<file path="config.mk">
export PLATFORM = sky130hd
export DESIGN_NAME = orp_wbc_ctrl
export DESIGN_NICKNAME = d
export VERILOG_FILES = /design/src/hw/rtl/orp_wbc_pkg.sv /design/src/hw/rtl/orp_wbc_ctrl.sv
export SDC_FILE = /design/constraint.sdc
export NUM_CORES = 1
export LEC_CHECK = 0
export BUFFER_PORTS_ARGS = -buffer_cell sky130_fd_sc_hd__buf_2
export CAP_MARGIN = 20
export CELL_PAD_IN_SITES_DETAIL_PLACEMENT = 1
export CELL_PAD_IN_SITES_GLOBAL_PLACEMENT = 1
export CORE_ASPECT_RATIO = 1.25
export CORE_MARGIN = 1
export CORE_UTILIZATION = 35
export CTS_CLUSTER_SIZE = 20
export DETAILED_ROUTE_END_ITERATION = 12
export GPL_ROUTABILITY_DRIVEN = 0
export PLACE_DENSITY_LB_ADDON = 0.25
export SETUP_SLACK_MARGIN = 0.02
export SLEW_MARGIN = 40
export SYNTH_ARGS = -nofsm -noshare
export SYNTH_HDL_FRONTEND = slang
export SYNTH_SLANG_ARGS = --single-unit
</file>
<file path="constraint.sdc">
create_clock -name clk_i -period 2 [get_ports clk_i]
set_input_delay 0.3 -clock clk_i [delete_from_list [all_inputs] [get_ports clk_i]]
set_output_delay 0.3 -clock clk_i [all_outputs]
set_load 0.02 [all_outputs]
</file>
<file path="src/hw/rtl/orp_wbc_pkg.sv">
package orp_wbc_pkg;

  // Default ring depth.
  localparam int unsigned MAX_SAMPLES_DEF = 64;

  // Register reset values.
  localparam logic [6:0]  WINDOW_RST = 7'd60;
  localparam logic [13:0] LIMIT_RST  = 14'd320;
  localparam logic [11:0] TARGET_RST = 12'd700;
  localparam logic [9:0]  HYST_RST   = 10'd10;
  localparam logic [8:0]  IVAL_RST   = 9'd10;
  localparam logic [39:0] PCT_RST    = 40'h64503C2814;

  // Milliseconds per window slot.
  localparam logic [31:0] MS_PER_SLOT = 32'd1000;

  // Configuration register indexes.
  typedef enum logic [2:0] {
    REG_WINDOW = 3'd0,
    REG_LIMIT  = 3'd1,
    REG_TARGET = 3'd2,
    REG_HYST   = 3'd3,
    REG_IVAL   = 3'd4,
    REG_PCT    = 3'd5
  } cfg_idx_e;

  // Result status codes.
  typedef enum logic [2:0] {
    ST_STORED = 3'd0,
    ST_FEW    = 3'd1,
    ST_SPREAD = 3'd2,
    ST_OFF    = 3'd3,
    ST_LOW    = 3'd4,
    ST_GEN    = 3'd5
  } status_e;

  // Commands from the controller to the datapath.
  typedef struct packed {
    logic load;
    logic add_wr;
    logic q_init;
    logic scan_init;
    logic scan_en;
    logic pass2;
    logic div_init;
    logic div_step;
    logic set_mean;
    logic set_few;
    logic mul_lim;
    logic mul_thr;
    logic cmp_spread;
    logic decide;
    logic out_load;
  } cmd_t;

  // Status from the datapath to the controller.
  typedef struct packed {
    logic scan_last;
    logic pipe_busy;
    logic too_few;
    logic div_done;
  } sts_t;

endpackage

</file>
<file path="src/hw/rtl/orp_wbc_ctrl.sv">
module orp_wbc_ctrl (
  input  logic               clk_i,
  input  logic               rst_ni,
  input  logic               in_valid_i,
  input  logic               in_op_i,
  output logic               in_ready_o,
  output logic               out_valid_o,
  input  logic               out_ready_i,
  input  orp_wbc_pkg::sts_t  sts_i,
  output orp_wbc_pkg::cmd_t  cmd_o
);

  typedef enum logic [14:0] {
    S_IDLE   = 15'b000000000000001,
    S_ADD    = 15'b000000000000010,
    S_QINIT  = 15'b000000000000100,
    S_SCAN1  = 15'b000000000001000,
    S_DRAIN1 = 15'b000000000010000,
    S_CHECK  = 15'b000000000100000,
    S_DIV    = 15'b000000001000000,
    S_MEAN   = 15'b000000010000000,
    S_SCAN2  = 15'b000000100000000,
    S_DRAIN2 = 15'b000001000000000,
    S_LIM    = 15'b000010000000000,
    S_THR    = 15'b000100000000000,
    S_CMP    = 15'b001000000000000,
    S_DECIDE = 15'b010000000000000,
    S_DONE   = 15'b100000000000000
  } state_e;

  state_e state_q, state_d;
  logic   out_valid_q, out_valid_d;

  // Sequencing of one word through the datapath.
  always_comb begin
    state_d = state_q;
    cmd_o   = '0;
    case (state_q)
      S_IDLE: begin
        if (in_valid_i) begin
          cmd_o.load = 1'b1;
          state_d    = in_op_i ? S_QINIT : S_ADD;
        end
      end
      S_ADD: begin
        cmd_o.add_wr = 1'b1;
        state_d      = S_DONE;
      end
      S_QINIT: begin
        cmd_o.q_init    = 1'b1;
        cmd_o.scan_init = 1'b1;
        state_d         = S_SCAN1;
      end
      S_SCAN1: begin
        cmd_o.scan_en = 1'b1;
        if (sts_i.scan_last) begin
          state_d = S_DRAIN1;
        end
      end
      S_DRAIN1: begin
        if (!sts_i.pipe_busy) begin
          state_d = S_CHECK;
        end
      end
      S_CHECK: begin
        if (sts_i.too_few) begin
          cmd_o.set_few = 1'b1;
          state_d       = S_DONE;
        end else begin
          cmd_o.div_init = 1'b1;
          state_d        = S_DIV;
        end
      end
      S_DIV: begin
        cmd_o.div_step = 1'b1;
        if (sts_i.div_done) begin
          state_d = S_MEAN;
        end
      end
      S_MEAN: begin
        cmd_o.set_mean  = 1'b1;
        cmd_o.scan_init = 1'b1;
        state_d         = S_SCAN2;
      end
      S_SCAN2: begin
        cmd_o.scan_en = 1'b1;
        cmd_o.pass2   = 1'b1;
        if (sts_i.scan_last) begin
          state_d = S_DRAIN2;
        end
      end
      S_DRAIN2: begin
        if (!sts_i.pipe_busy) begin
          state_d = S_LIM;
        end
      end
      S_LIM: begin
        cmd_o.mul_lim = 1'b1;
        state_d       = S_THR;
      end
      S_THR: begin
        cmd_o.mul_thr = 1'b1;
        state_d       = S_CMP;
      end
      S_CMP: begin
        cmd_o.cmp_spread = 1'b1;
        state_d          = S_DECIDE;
      end
      S_DECIDE: begin
        cmd_o.decide = 1'b1;
        state_d      = S_DONE;
      end
      S_DONE: begin
        if (!out_valid_q || out_ready_i) begin
          cmd_o.out_load = 1'b1;
          state_d        = S_IDLE;
        end
      end
      default: begin
        state_d = S_IDLE;
      end
    endcase
  end

  // The output word stays until the receiver takes it.
  always_comb begin
    out_valid_d = out_valid_q;
    if (cmd_o.out_load) begin
      out_valid_d = 1'b1;
    end else if (out_ready_i) begin
      out_valid_d = 1'b0;
    end
  end

  always_ff @(posedge clk_i or negedge rst_ni) begin
    if (!rst_ni) begin
      state_q     <= S_IDLE;
      out_valid_q <= 1'b0;
    end else begin
      state_q     <= state_d;
      out_valid_q <= out_valid_d;
    end
  end

  assign in_ready_o  = (state_q == S_IDLE);
  assign out_valid_o = out_valid_q;

endmodule

</file>
==> results by group, run 1 <==
CTS
  – CTS Buffer Depth: 2
  – Num CTS Buffers: 3
  – CTS H-tree depth: 1
  – Clk sinks: 16
  – Root buffer cell: clkbuf_4

Die
  – Die W: 51.57 um
  – Ports: 26
  – Row cnt: 22
  – Initial Util: 36.84%
  – Die Ht: 63.96 um

Placement
  – Post-Place Worst Slack: -0.1411 ns
  – Area after DPL: 0.001493 mm2
  – PortBufs: 25
  – Detailed Place HPWL: 3077 um
  – Placed instance count: 211

Synth
  – Ys Warns: 0
  – Sequential area share after synthesis: 37.37%
  – Post-synth EDFFs: 0
  – Synthesized cell area: 0.001075 mm2
  – Async SR Flop Fraction: 100.0%
  – Cell variety after synth: 40
  – Synth Instances: 123
  – Avg Inst Size Synth: 8.738 um2
  – Post-synth top flop: dfrtp_1
  – Seq cells post-synth: 16
  – Syn nets: 132

Global routing
  – Largest net degree at the start of global routing: 17
  – Initial antenna violation count: 0

Timing
  – Kind of the worst endpoint: output port
  – Crit. endpoint post-GRT repair: cmd_o[5]

Run status
  – Status: aborted with a tool error
  – Tool error: [ERROR DPL-0033] detailed placement checks failed during check placement.
  – Failing step: global routing
[cell families after synthesis]
family          after synthesis  share of synthesized area (%)
compound gates               13                          9.081
xor+xnor                      3                          2.445
buf+inv                      12                          6.171
flops                        16                          37.37
simple gates                 79                          44.94
[per-stage QoR]
step / hold slack, ns / utilization, %
2_1_floorplan: 0.004409 / -
3_3_place_gp: 0.2382 / 51.16
3_5_place_dp: 0.2439 / 51.16
4_1_cts: 0.1552 / 67.54
[cell usage after synthesis (4+ instances only)]
library cell / number / area [um2]
dfrtp_1: 15 / 375.4
nor2_1: 13 / 48.80
nor3_1: 8 / 40.04
nor4_1: 8 / 50.05
nand3_1: 6 / 30.03
inv_1: 5 / 18.77
nand2_1: 5 / 18.77
nor2b_1: 5 / 31.28
nor3b_1: 5 / 37.54
and3_1: 4 / 25.02
[what timing repair did]
action,4_1_cts
resized for setup,68
pin swaps,22
endpoints found under the setup margin,24
hold buffers,1
hold endpoints to repair,15
setup buffers,20
==> run 2, diff against run 1 <==
CELL_PAD_IN_SITES_DETAIL_PLACEMENT = default   (was 1)
CELL_PAD_IN_SITES_GLOBAL_PLACEMENT = default   (was 1)
CORE_AREA = 2 2 63 65   (was default)
CORE_ASPECT_RATIO = default   (was 1.25)
CORE_MARGIN = default   (was 1)
CORE_UTILIZATION = default   (was 35)
CTS_CLUSTER_SIZE = default   (was 20)
DIE_AREA = 0 0 65 67   (was default)
PLACE_DENSITY_LB_ADDON = 0.15   (was 0.25)
SETUP_SLACK_MARGIN = default   (was 0.02)
clock period = 2.6 ns   (was 2 ns; I/O delays follow)
==> run 2 against run 1 <==
Compared with the run above:
- the flow now finishes without violations
- area after synthesis unchanged
- synthesized cell count unchanged
==> results by group, run 2 <==
Timing
  – Max-slew violation count: 0
  – Total negative slack: 0 ns
  – Final min period: 2.526 ns
  – Final setup viols: 0
  – Final period utilization: 97.16%
  – RSZ-0062 raised after global routing: no
  – Hold Vio Cnt, Final: 0
  – Actual slew at the worst max-slew pin: 0.5882 ns
  – Layout Skew: 0.003986 ns
  – Max-slew headroom: 60.23%
  – Highest Clock Rate: 0.3959 GHz
  – Worst setup margin: 0.07393 ns

Synth
  – Post-synth top flop: dfrtp_1
  – Simple-Gate Fraction of Synth Area: 44.94% (unchanged)
  – Post-synthesis mux area share: 0% (unchanged)
  – Ys Warns: 0 (unchanged)
  – Xor/xnor share of the synthesized area: 2.445% (unchanged)
  – Seq cells post-synth: 16 (unchanged)
  – Most numerous cell in the Yosys netlist: dfrtp_1
  – Async SR Flop Fraction: 100.0% (unchanged)
  – Commonest cells in the netlist: dfrtp_1 (15), nor2_1 (13), nor3_1 (8), nor4_1 (8), nand3_1 (6)
  – Syn nets: 132 (unchanged)
  – Compound-gate portion of the synthesized area: 9.080% (unchanged)
  – Avg Inst Size Synth: 8.738 um2 (unchanged)
  – Main combinational cell family by area after synthesis: simple AND/OR/NAND/NOR gates
  – Synth area leader: dfrtp_1
  – Synthesized cell area: 0.001075 mm2 (unchanged)
  – Sequential area share after synthesis: 37.37% (unchanged)
  – Synth Instances: 123 (unchanged)
  – Largest cells by area after synthesis: dfrtp_1 (35%), nor4_1 (4.7%), nor2_1 (4.5%)
  – Post-synth EDFFs: 0 (unchanged)
  – Adder-Cell Fraction of Synth Area: 0% (unchanged)
  – Top-area cell type share of the netlist area: 34.92% (unchanged)
  – Cell variety after synth: 40 (unchanged)

Final layout
  – Ant diodes: 0
  – Final instance area: 0.001318 mm2
  – Multi-input logic area: 626.9 um2
  – Core Util, Final: 36.54%
  – Share of cells above drive strength 1: 31.54%
  – # nets final: 159
  – Max reg flops: 15
  – Reg area: 401.6 um2
  – Area grow syn2layout: 22.58%
  – Most common cell after layout, fill and taps aside: buf_2
  – Commonest non-fill, non-tap cells in the layout: buf_2 (25), dfrtp_1 (15), nor2_1 (12)
  – Filler Cells Inserted: 383
  – Largest Register: state_q

Worst setup path
  – Top delay family on crit path: simple AND/OR/NAND/NOR gates
  – Crit path required time: 2.21 ns
  – R2R setup slack: 0.39 ns
  – Slowest stage delay, CP: 0.61 ns
  – Buf/Inv on CP: 1
  – Reg2reg path depth: 5
  – CP arrival: 2.14 ns
  – CP Capture Type: output pin
  – Critical Path Source Type: flip-flop
  – R2r endpoint: state_q[4]
  – Critical setup path kind: flip-flop to output pin
  – CP Cell Sequence: or4_4 -> nor4_1 -> buf_2
  – CP max FO: 8
  – R2r startpoint: state_q[0]
  – Slowest cell on the critical path: or4_4

CTS
  – Post-CTS setup buffer count: 0 (-100%)
  – CTS tree: built
  – CTS H-tree depth: 1 (unchanged)
  – Later-pin clock latency in the skew report: 0.25 ns
  – Root buffer cell: clkbuf_8
  – Reg clk slew, reported paths: 0.07 ns
  – Clk sinks: 16 (unchanged)
  – Hold-fix buffers, CTS: 0 (-1)
  – CTS Buffer Depth: 2 (unchanged)
  – Num CTS Buffers: 3 (unchanged)

Min path
  – Worst Hold Class: primary input to async pin

Global routing
  – Largest net degree at the start of global routing: 17
  – GR Overflow Total: 0
  – Vias in the first global route: 985
  – Initial antenna violation count: 0
  – Total GRT Usage: 14.27%
  – First-pass GRT wire length: 4705 um

Placement
  – PortBufs: 25 (unchanged)
  – Area after DPL: 0.001242 mm2 (-17%)
  – Post-Place Worst Slack: 0.3016 ns (+0.4427 ns)
  – Detailed Place HPWL: 2271 um (-26%)

Die
  – Core area: 0.003606 mm2
  – Die area: 0.004355 mm2
  – Initial Util: 29.81% (-7.0 points)
  – Die Ht: 67 um (+4.8%)
  – Die W: 65 um (+26%)
  – Ports: 26 (unchanged)
  – Row cnt: 22 (unchanged)

Drt
  – Routed wire per std cell: 15.10 um
  – Final WL: 2974 um
  – DR pass1 iterations: 6
  – Vias/cell: 5.482
  – Initial DRC count: 47
  – Residual DRC: 0
  – Antenna-violating nets left: 0
  – DR vias: 1080

Pwr
  – Sw Ratio: 39.19%
  – Largest vdd supply drop: 0.1899 mV
  – Leak pwr: 0.6867 nW
  – P_int: 0.6012 mW
  – Power density over the cells: 750.3 mW/mm2
  – Power Total: 0.9886 mW
  – Clk pwr share: 22.6%
  – Seq pwr share: 32.3%
  – Comb pwr share: 45.1%
  – Switching power: 0.3874 mW

Job
  – Max-cap violations: 0

Run status
  – Status: finished clean
## run 2: cell counts after synthesis
No cell type changed its count.
## run 2: what timing repair did
| item | CTS | global route |
|---|---|---|
| gates resized for setup | 0 | 5 |
| endpoints found under the setup margin | 0 | 6 |
| endpoints found under the hold margin | 0 | 0 |
## run 2: area by class of cell
type,instances,area share (%)
multi-input cells,95,47.58
flip-flops and latches,16,30.48
repair buffers,29,11.78
well taps,48,4.558
clock buffers,4,4.179
inverters,5,1.425
## run 2: power by group through the flow
stage               Combinational [mW]  Sequential, mW  Clock (mW)
global route                     0.483           0.327       0.239
CTS                              0.427           0.317       0.227
floorplan                        0.298           0.308           0
finish                           0.446           0.319       0.223
global placement                 0.428           0.320           0
detailed placement               0.425           0.322           0
## run 2: kinds of logic after synthesis
family | after synthesis
AOI/OAI and AO/OA | 13
DFF | 16
buffers and inverters | 12
and+or+nand+nor | 79
xor gates and xnor gates | 3
## run 2: worst max path at each step
stage | startpoint | to | slack [ns] | cells past startpoint
finish | state_q[4] | cmd_o[2] | 0.07 | 3
global route | state_q[4] | cmd_o[4] | 0.02 | 5
CTS | state_q[9] | cmd_o[5] | 0.03 | 5
detailed placement | state_q[9] | cmd_o[5] | 0.30 | 5
global placement | state_q[1] | cmd_o[7] | 0.35 | 5
floorplan | state_q[4] | cmd_o[2] | 0.30 | 4
## run 2: stage by stage
| stage | hold slack [ns] | cells |
|---|---|---|
| floorplan | 0.09441 | 123 |
| global placement | 0.3293 | 193 |
| detailed placement | 0.3347 | 193 |
| CTS | 0.06560 | 197 |
| global route | 0.07411 | 197 |
| finish | 0.04307 | 197 |
## run 2: routing by layer
metal  share of wire [%]  global-route usage [%]  vias to the layer above
met3                 9.4                   2.534                        6
met2                  48                   24.10                       52
met5                   0                       0                        -
met4                 1.3                   5.851                        0
li1                    -                       -                      517
met1                  41                   17.91                      505
Power figures use the tool's default switching activity.
==> run 3, diff against run 2 <==
clock period = 2.14 ns   (was 2.6 ns; I/O delays follow)
==> run 3 against run 2 <==
Compared with the run above:
- the run now ends with negative setup slack left
- sequential power up 19%
- cell area up 50%
- largest cell class unchanged
- highest routed layer unchanged
- via count up 19%
- die area unchanged
- final cell count up 25%
- sequential share of layout area down 10 points
- critical path depth up 2
- global-route usage up 4.0 points
- first-iteration DRC count up 120%
- count of clock-buffer cells in the layout unchanged
- register-to-register slack worse by 0.33 ns
==> results by group, run 3 (same netlist as run 2, synthesis figures left out) <==
Run status
  – Status: finished, violations left
  – Failing checks: negative setup slack

Worst setup path
  – Critical setup path kind: flip-flop to output pin
  – CP Capture Type: output pin
  – Crit path required time: 1.82 ns (-0.39 ns)
  – CP Launch Point: state_q[11]
  – CP max FO: 5 (-3)
  – CP arrival: 1.91 ns (-0.23 ns)
  – Critical Path Source Type: flip-flop
  – R2r startpoint: state_q[2]

Drt
  – DR pass1 iterations: 4 (-2)
  – Final WL: 3936 um (+32%)
  – Routed wire per std cell: 15.94 um (+5.6%)
  – Initial DRC count: 103 (+120%)
  – DR vias: 1286 (+19%)
  – Antenna-violating nets left: 0 (unchanged)
  – Residual DRC: 0 (unchanged)
  – Vias/cell: 5.206 (-5.0%)

CTS
  – CTS H-tree depth: 1 (unchanged)
  – Reg clk slew, reported paths: 0.06 ns (about the same)
  – Clk sinks: 16 (unchanged)
  – CTS Buffer Depth: 2 (unchanged)
  – Num CTS Buffers: 3 (unchanged)
  – Later-pin clock latency in the skew report: 0.25 ns (about the same)
  – Root buffer cell: clkbuf_8
  – CTS tree: built

Pwr
  – Largest vdd supply drop: 0.2669 mV (+41%)
  – Power density over the cells: 797.1 mW/mm2 (+6.2%)
  – Leak pwr: 1.003 nW (+46%)
  – Power Total: 1.578 mW (+60%)

Die
  – Ports: 26 (unchanged)
  – Core area: 0.003606 mm2 (unchanged)
  – Die W: 65 um (unchanged)
  – Initial Util: 29.81% (unchanged)
  – Die area: 0.004355 mm2 (unchanged)
  – Row cnt: 22 (unchanged)
  – Die Ht: 67 um (unchanged)

Final layout
  – Reg area: 404.1 um2 (+0.62%)
  – Most common cell after layout, fill and taps aside: buf_4
  – Ant diodes: 0 (unchanged)
  – Filler Cells Inserted: 319 (-17%)
  – Max reg flops: 15 (unchanged)
  – Share of cells above drive strength 1: 61.31% (+30 points)
  – Final instance area: 0.001979 mm2 (+50%)
  – Area grow syn2layout: 84.17%
  – Commonest non-fill, non-tap cells in the layout: buf_4 (50), buf_6 (15), buf_2 (13), dfrtp_1 (13), nor2_1 (9)
  – Multi-input logic area: 832.0 um2 (+33%)
  – # nets final: 209 (+31%)
  – Largest Register: state_q

Timing
  – Max-slew headroom: 74.67% (+14 points)
  – Highest Clock Rate: 0.4476 GHz
  – Actual slew at the worst max-slew pin: 0.3799 ns (-0.2083 ns)
  – Hold Vio Cnt, Final: 0 (unchanged)
  – Final period utilization: 104.4%
  – Final setup viols: 10 (+10)
  – Layout Skew: 0.001264 ns (-0.002722 ns)
  – RSZ-0062 raised after global routing: yes
  – Worst setup margin: -0.09427 ns (-0.1682 ns)
  – Total negative slack: -0.4331 ns (-0.4331 ns)
  – Max-slew violation count: 0 (unchanged)
  – Final min period: 2.234 ns

Global routing
  – First-pass GRT wire length: 5940 um (+26%)
  – GR Overflow Total: 0 (unchanged)
  – Vias in the first global route: 1219 (+24%)
  – Largest net degree at the start of global routing: 17 (unchanged)
  – Initial antenna violation count: 0 (unchanged)
  – Total GRT Usage: 18.23% (+4.0 points)

Min path
  – Worst Hold Class: primary input to flip-flop
  – Hold wc startpoint: in_op_i

Placement
  – PortBufs: 25 (unchanged)
  – Area after DPL: 0.001414 mm2 (+14%)
  – Post-Place Worst Slack: 0.007141 ns (-0.2945 ns)
  – Detailed Place HPWL: 2601 um (+15%)

Job
  – Max-cap violations: 0 (unchanged)
-- run 3: what timing repair did --
| action | in CTS | in global routing |
|---|---|---|
| hold endpoints to repair | 8 | 0 |
| pin swaps | 15 | 13 |
| cloned | 0 | 0 |
| setup buffers | 12 | 16 |
| hold buffers | 1 | 0 |
| endpoints found under the setup margin | 14 | 16 |
| resized for setup | 37 | 35 |
-- run 3: per-stage QoR --
step | hold slack, ns | util [%] | std cells
floorplan | 0.02541 | - | 123
global placement | 0.2687 | 39.21 | 215
detailed placement | 0.2711 | 39.21 | 215
CTS | 0.2207 | 47.29 | 231
global route | 0.2337 | 54.89 | 247
finish | 0.2228 | 54.89 | 247
-- run 3: worst max-delay path: stages, from the launching register on --
cell and delay [ns]:
dfrtp_1 0.39, or4_4 0.62, nor3_4 0.16, nand4b_1 0.18, nor2_1 0.14, buf_4 0.15
-- run 3: area by class of cell --
class / instances / area share (%)
multi-input combinational: 95 / 42.04
clock buffer: 4 / 2.276
timing repair buffer: 79 / 31.29
sequential: 16 / 20.42
inverter: 5 / 0.9482
tap: 48 / 3.034
-- run 3: routing by layer --
metal / track usage (%) / wire (um)
met5: 0 / 0
met3: 2.027 / 174
met1: 23.32 / 1670
met2: 30.93 / 2014
met4: 7.979 / 76
-- run 3: report_power, final --
group	internal (mW)	switching [mW]
Sequential	0.342	0.0395
Clock	0.132	0.110
Combinational	0.490	0.465
Total	0.964	0.614
-- run 3: path summary, 6_finish.rpt --
path	endpoint	slack (ns)	cells after the start
max in group asynchronous	state_q[0]	1.31	2
hold reg to reg	out_valid_o	0.53	2
setup / recovery	cmd_o[8]	-0.09	5
min in group asynchronous	state_q[13]	0.51	2
hold / removal	state_q[1]	0.22	2
setup reg to reg	state_q[4]	0.06	6
==> run 4, diff against run 3 <==
==> constraint.sdc (replaced) <==
create_clock -name clk_i -period 2.14 [get_ports clk_i]
set_input_delay 0.107 -clock clk_i [delete_from_list [all_inputs] [get_ports clk_i]]
set_output_delay 0.107 -clock clk_i [all_outputs]
set_load 0.02 [all_outputs]
==> run 4 against run 3 <==
Compared with the run above:
- the run now ends clean
- global-route usage fell by 1.8 points
- final cell count is 11% lower
- via count fell by 6.7%
- die area stayed put
- count of clock-buffer cells in the layout unchanged
- cell area down 20%
- flip-flop and latch count did not move
- first-iteration DRC count decreased by 56%
- hold slack worse by 0.22 ns
- clock skew rose by 0.0069 ns
- fmax grew 6.5%
- sequential share of layout area rose by 4.9 points
- critical path type unchanged
- largest power group unchanged
==> results by group, run 4 (same netlist as run 2, synthesis figures left out) <==
Final layout
  – Largest Register: state_q
  – Final instance area: 0.001587 mm2 (-20%)
  – Area grow syn2layout: 47.61%
  – # nets final: 183 (-12%)
  – Ant diodes: 0 (unchanged)
  – Share of cells above drive strength 1: 46.24% (-15 points)
  – Commonest non-fill, non-tap cells in the layout: buf_4 (29), buf_2 (21), dfrtp_1 (15)
  – Non-Filler Instances: 221 (-11%)
  – Most common cell after layout, fill and taps aside: buf_4
  – Max reg flops: 15 (unchanged)

Timing
  – Final setup viols: 0 (-10)
  – Total negative slack: 0 ns (+0.4331 ns)
  – Max-slew headroom: 67.62% (-7.1 points)
  – Highest Clock Rate: 0.4766 GHz (+6.5%)
  – Final period utilization: 98.04% (-6.4 points)
  – Final min period: 2.098 ns (-0.1361 ns)
  – Actual slew at the worst max-slew pin: 0.4790 ns (+0.09909 ns)
  – Layout Skew: 0.008153 ns (+0.006890 ns)
  – Hold Vio Cnt, Final: 0 (unchanged)
  – Max-slew violation count: 0 (unchanged)
  – Min Hold Slack: 0.003500 ns (-0.2193 ns)

Worst setup path
  – R2r startpoint: state_q[2]
  – Critical setup path kind: flip-flop to output pin
  – CP Launch Point: state_q[0]
  – Critical Path Source Type: flip-flop
  – CP Capture Type: output pin
  – CP max FO: 5 (unchanged)
  – Crit path required time: 2.03 ns (+0.21 ns)
  – CP Cell Sequence: buf_6 -> or4_4 -> nor3_2 -> nand3_2 -> inv_1 -> buf_2
  – Buf/Inv on CP: 3 (+2)
  – Top delay family on crit path: simple AND/OR/NAND/NOR gates
  – CP arrival: 1.99 ns (+0.08 ns)
  – Slowest stage delay, CP: 0.55 ns (-0.07 ns)
  – Slowest cell on the critical path: or4_4

Drt
  – Initial DRC count: 45 (-56%)
  – Max layer used: met4
  – DR pass1 iterations: 4 (unchanged)
  – Metal2 WL: 1633 um (-19%)
  – Met3 WL: 252 um (+45%)
  – Antenna-violating nets left: 0 (unchanged)
  – DR vias: 1200 (-6.7%)
  – Vias/cell: 5.430 (+4.3%)
  – Final WL: 3513 um (-11%)
  – Routed wire per std cell: 15.90 um (-0.25%)
  – Residual DRC: 0 (unchanged)
  – Wl on met1: 1509 um (-9.6%)

Pwr
  – Sw Ratio: 40.05% (+1.2 points)
  – Power Total: 1.365 mW (-13%)
  – Seq pwr share: 27.1% (+3.0 points)
  – Comb pwr share: 54.7% (-5.8 points)
  – Largest vdd supply drop: 0.2655 mV (-0.53%)
  – Power density over the cells: 860.3 mW/mm2 (+7.9%)
  – P_int: 0.8183 mW (-15%)
  – Clk pwr share: 18.2% (+2.9 points)
  – Leak pwr: 0.8180 nW (-18%)
  – Switching power: 0.5466 mW (-11%)

Die
  – Core area: 0.003606 mm2 (unchanged)
  – Die W: 65 um (unchanged)
  – Initial Util: 29.81% (unchanged)
  – Die area: 0.004355 mm2 (unchanged)
  – Ports: 26 (unchanged)
  – Die Ht: 67 um (unchanged)
  – Row cnt: 22 (unchanged)

Global routing
  – GR Overflow Total: 0 (unchanged)
  – Vias in the first global route: 1107 (-9.2%)
  – Largest net degree at the start of global routing: 17 (unchanged)
  – Total GRT Usage: 16.43% (-1.8 points)
  – First-pass GRT wire length: 5326 um (-10%)
  – Initial antenna violation count: 0 (unchanged)

CTS
  – Later-pin clock latency in the skew report: 0.26 ns (about the same)
  – CTS tree: built
  – Num CTS Buffers: 3 (unchanged)
  – CTS H-tree depth: 1 (unchanged)
  – CTS Buffer Depth: 2 (unchanged)
  – Root buffer cell: clkbuf_8
  – Clk sinks: 16 (unchanged)
  – Reg clk slew, reported paths: 0.06 ns (about the same)

Placement
  – Detailed Place HPWL: 2508 um (-3.6%)
  – Placed instance count: 209 (-2.8%)
  – Area after DPL: 0.001369 mm2 (-3.2%)
  – PortBufs: 25 (unchanged)

Min path
  – Hold wc startpoint: in_op_i
  – Worst Hold Class: primary input to flip-flop

Run status
  – Status: finished clean

Job
  – Max-cap violations: 0 (unchanged)
run 4: cell count changes in the layout (fill, tap and decap cells not counted), moves of 3 or more:
cell,before,now
nor3_4,4,0
buf_2,13,21
buf_6,15,2
nor4_4,4,1
buf_4,50,29
run 4: timing repair:
item                       CTS  global route
hold endpoints to repair    15             0
hold buffers                 1             0
setup endpoints to repair    6            15
resized for setup            8            18
pin swaps                    1             9
setup buffers                1             6
run 4: final cells by class:
type / count / area (um2)
inverter: 5 / 18.77
multi-input combinational: 95 / 705.7
fill: 364 / 2019
tap: 48 / 60.06
clock buffer: 4 / 45.04
sequential: 16 / 401.6
timing repair buffer: 53 / 355.3
run 4: worst register-to-register path, cell delays in order (launching register included):
cell and delay, ns:
dfrtp_1 0.42, buf_4 0.18, or4b_2 0.65, a2bb2o_1 0.36
a2bb2oi_1 0.09, o2111ai_1 0.10, o21ai_0 0.15
run 4: worst paths after layout:
| check | endpoint | slack (ns) | cells past startpoint |
|---|---|---|---|
| max | cmd_o[7] | 0.04 | 6 |
| min | state_q[1] | 0.004 | 2 |
| max reg2reg | state_q[0] | 0.10 | 6 |
| min reg2reg | out_valid_o | 0.50 | 2 |
| max in group asynchronous | state_q[0] | 1.52 | 2 |
| min in group asynchronous | state_q[5] | 0.30 | 2 |
run 4: layer usage:
metal,GRT usage (%),vias to the layer above
met1,21.83,560
met4,8.245,0
met5,0,-
met2,25.39,67
li1,-,560
met3,3.041,13
run 4: metrics by stage:
step | util [%] | setup WS, ns
after floorplan | - | 0.05177
after global placement | 37.96 | 0.07525
after detailed placement | 37.96 | 0.04872
after CTS | 40.56 | -0.03252
after global routing | 44.00 | -0.06905
final | 44.00 | 0.04187
run 4: power by group through the flow:
stage	logic, mW	clock network [mW]	registers [mW]
3_3_place_gp	0.597	0	0.368
6_report	0.746	0.248	0.371
2_1_floorplan	0.365	0	0.374
5_1_grt	0.795	0.270	0.373
3_5_place_dp	0.599	0	0.370
4_1_cts	0.627	0.253	0.365
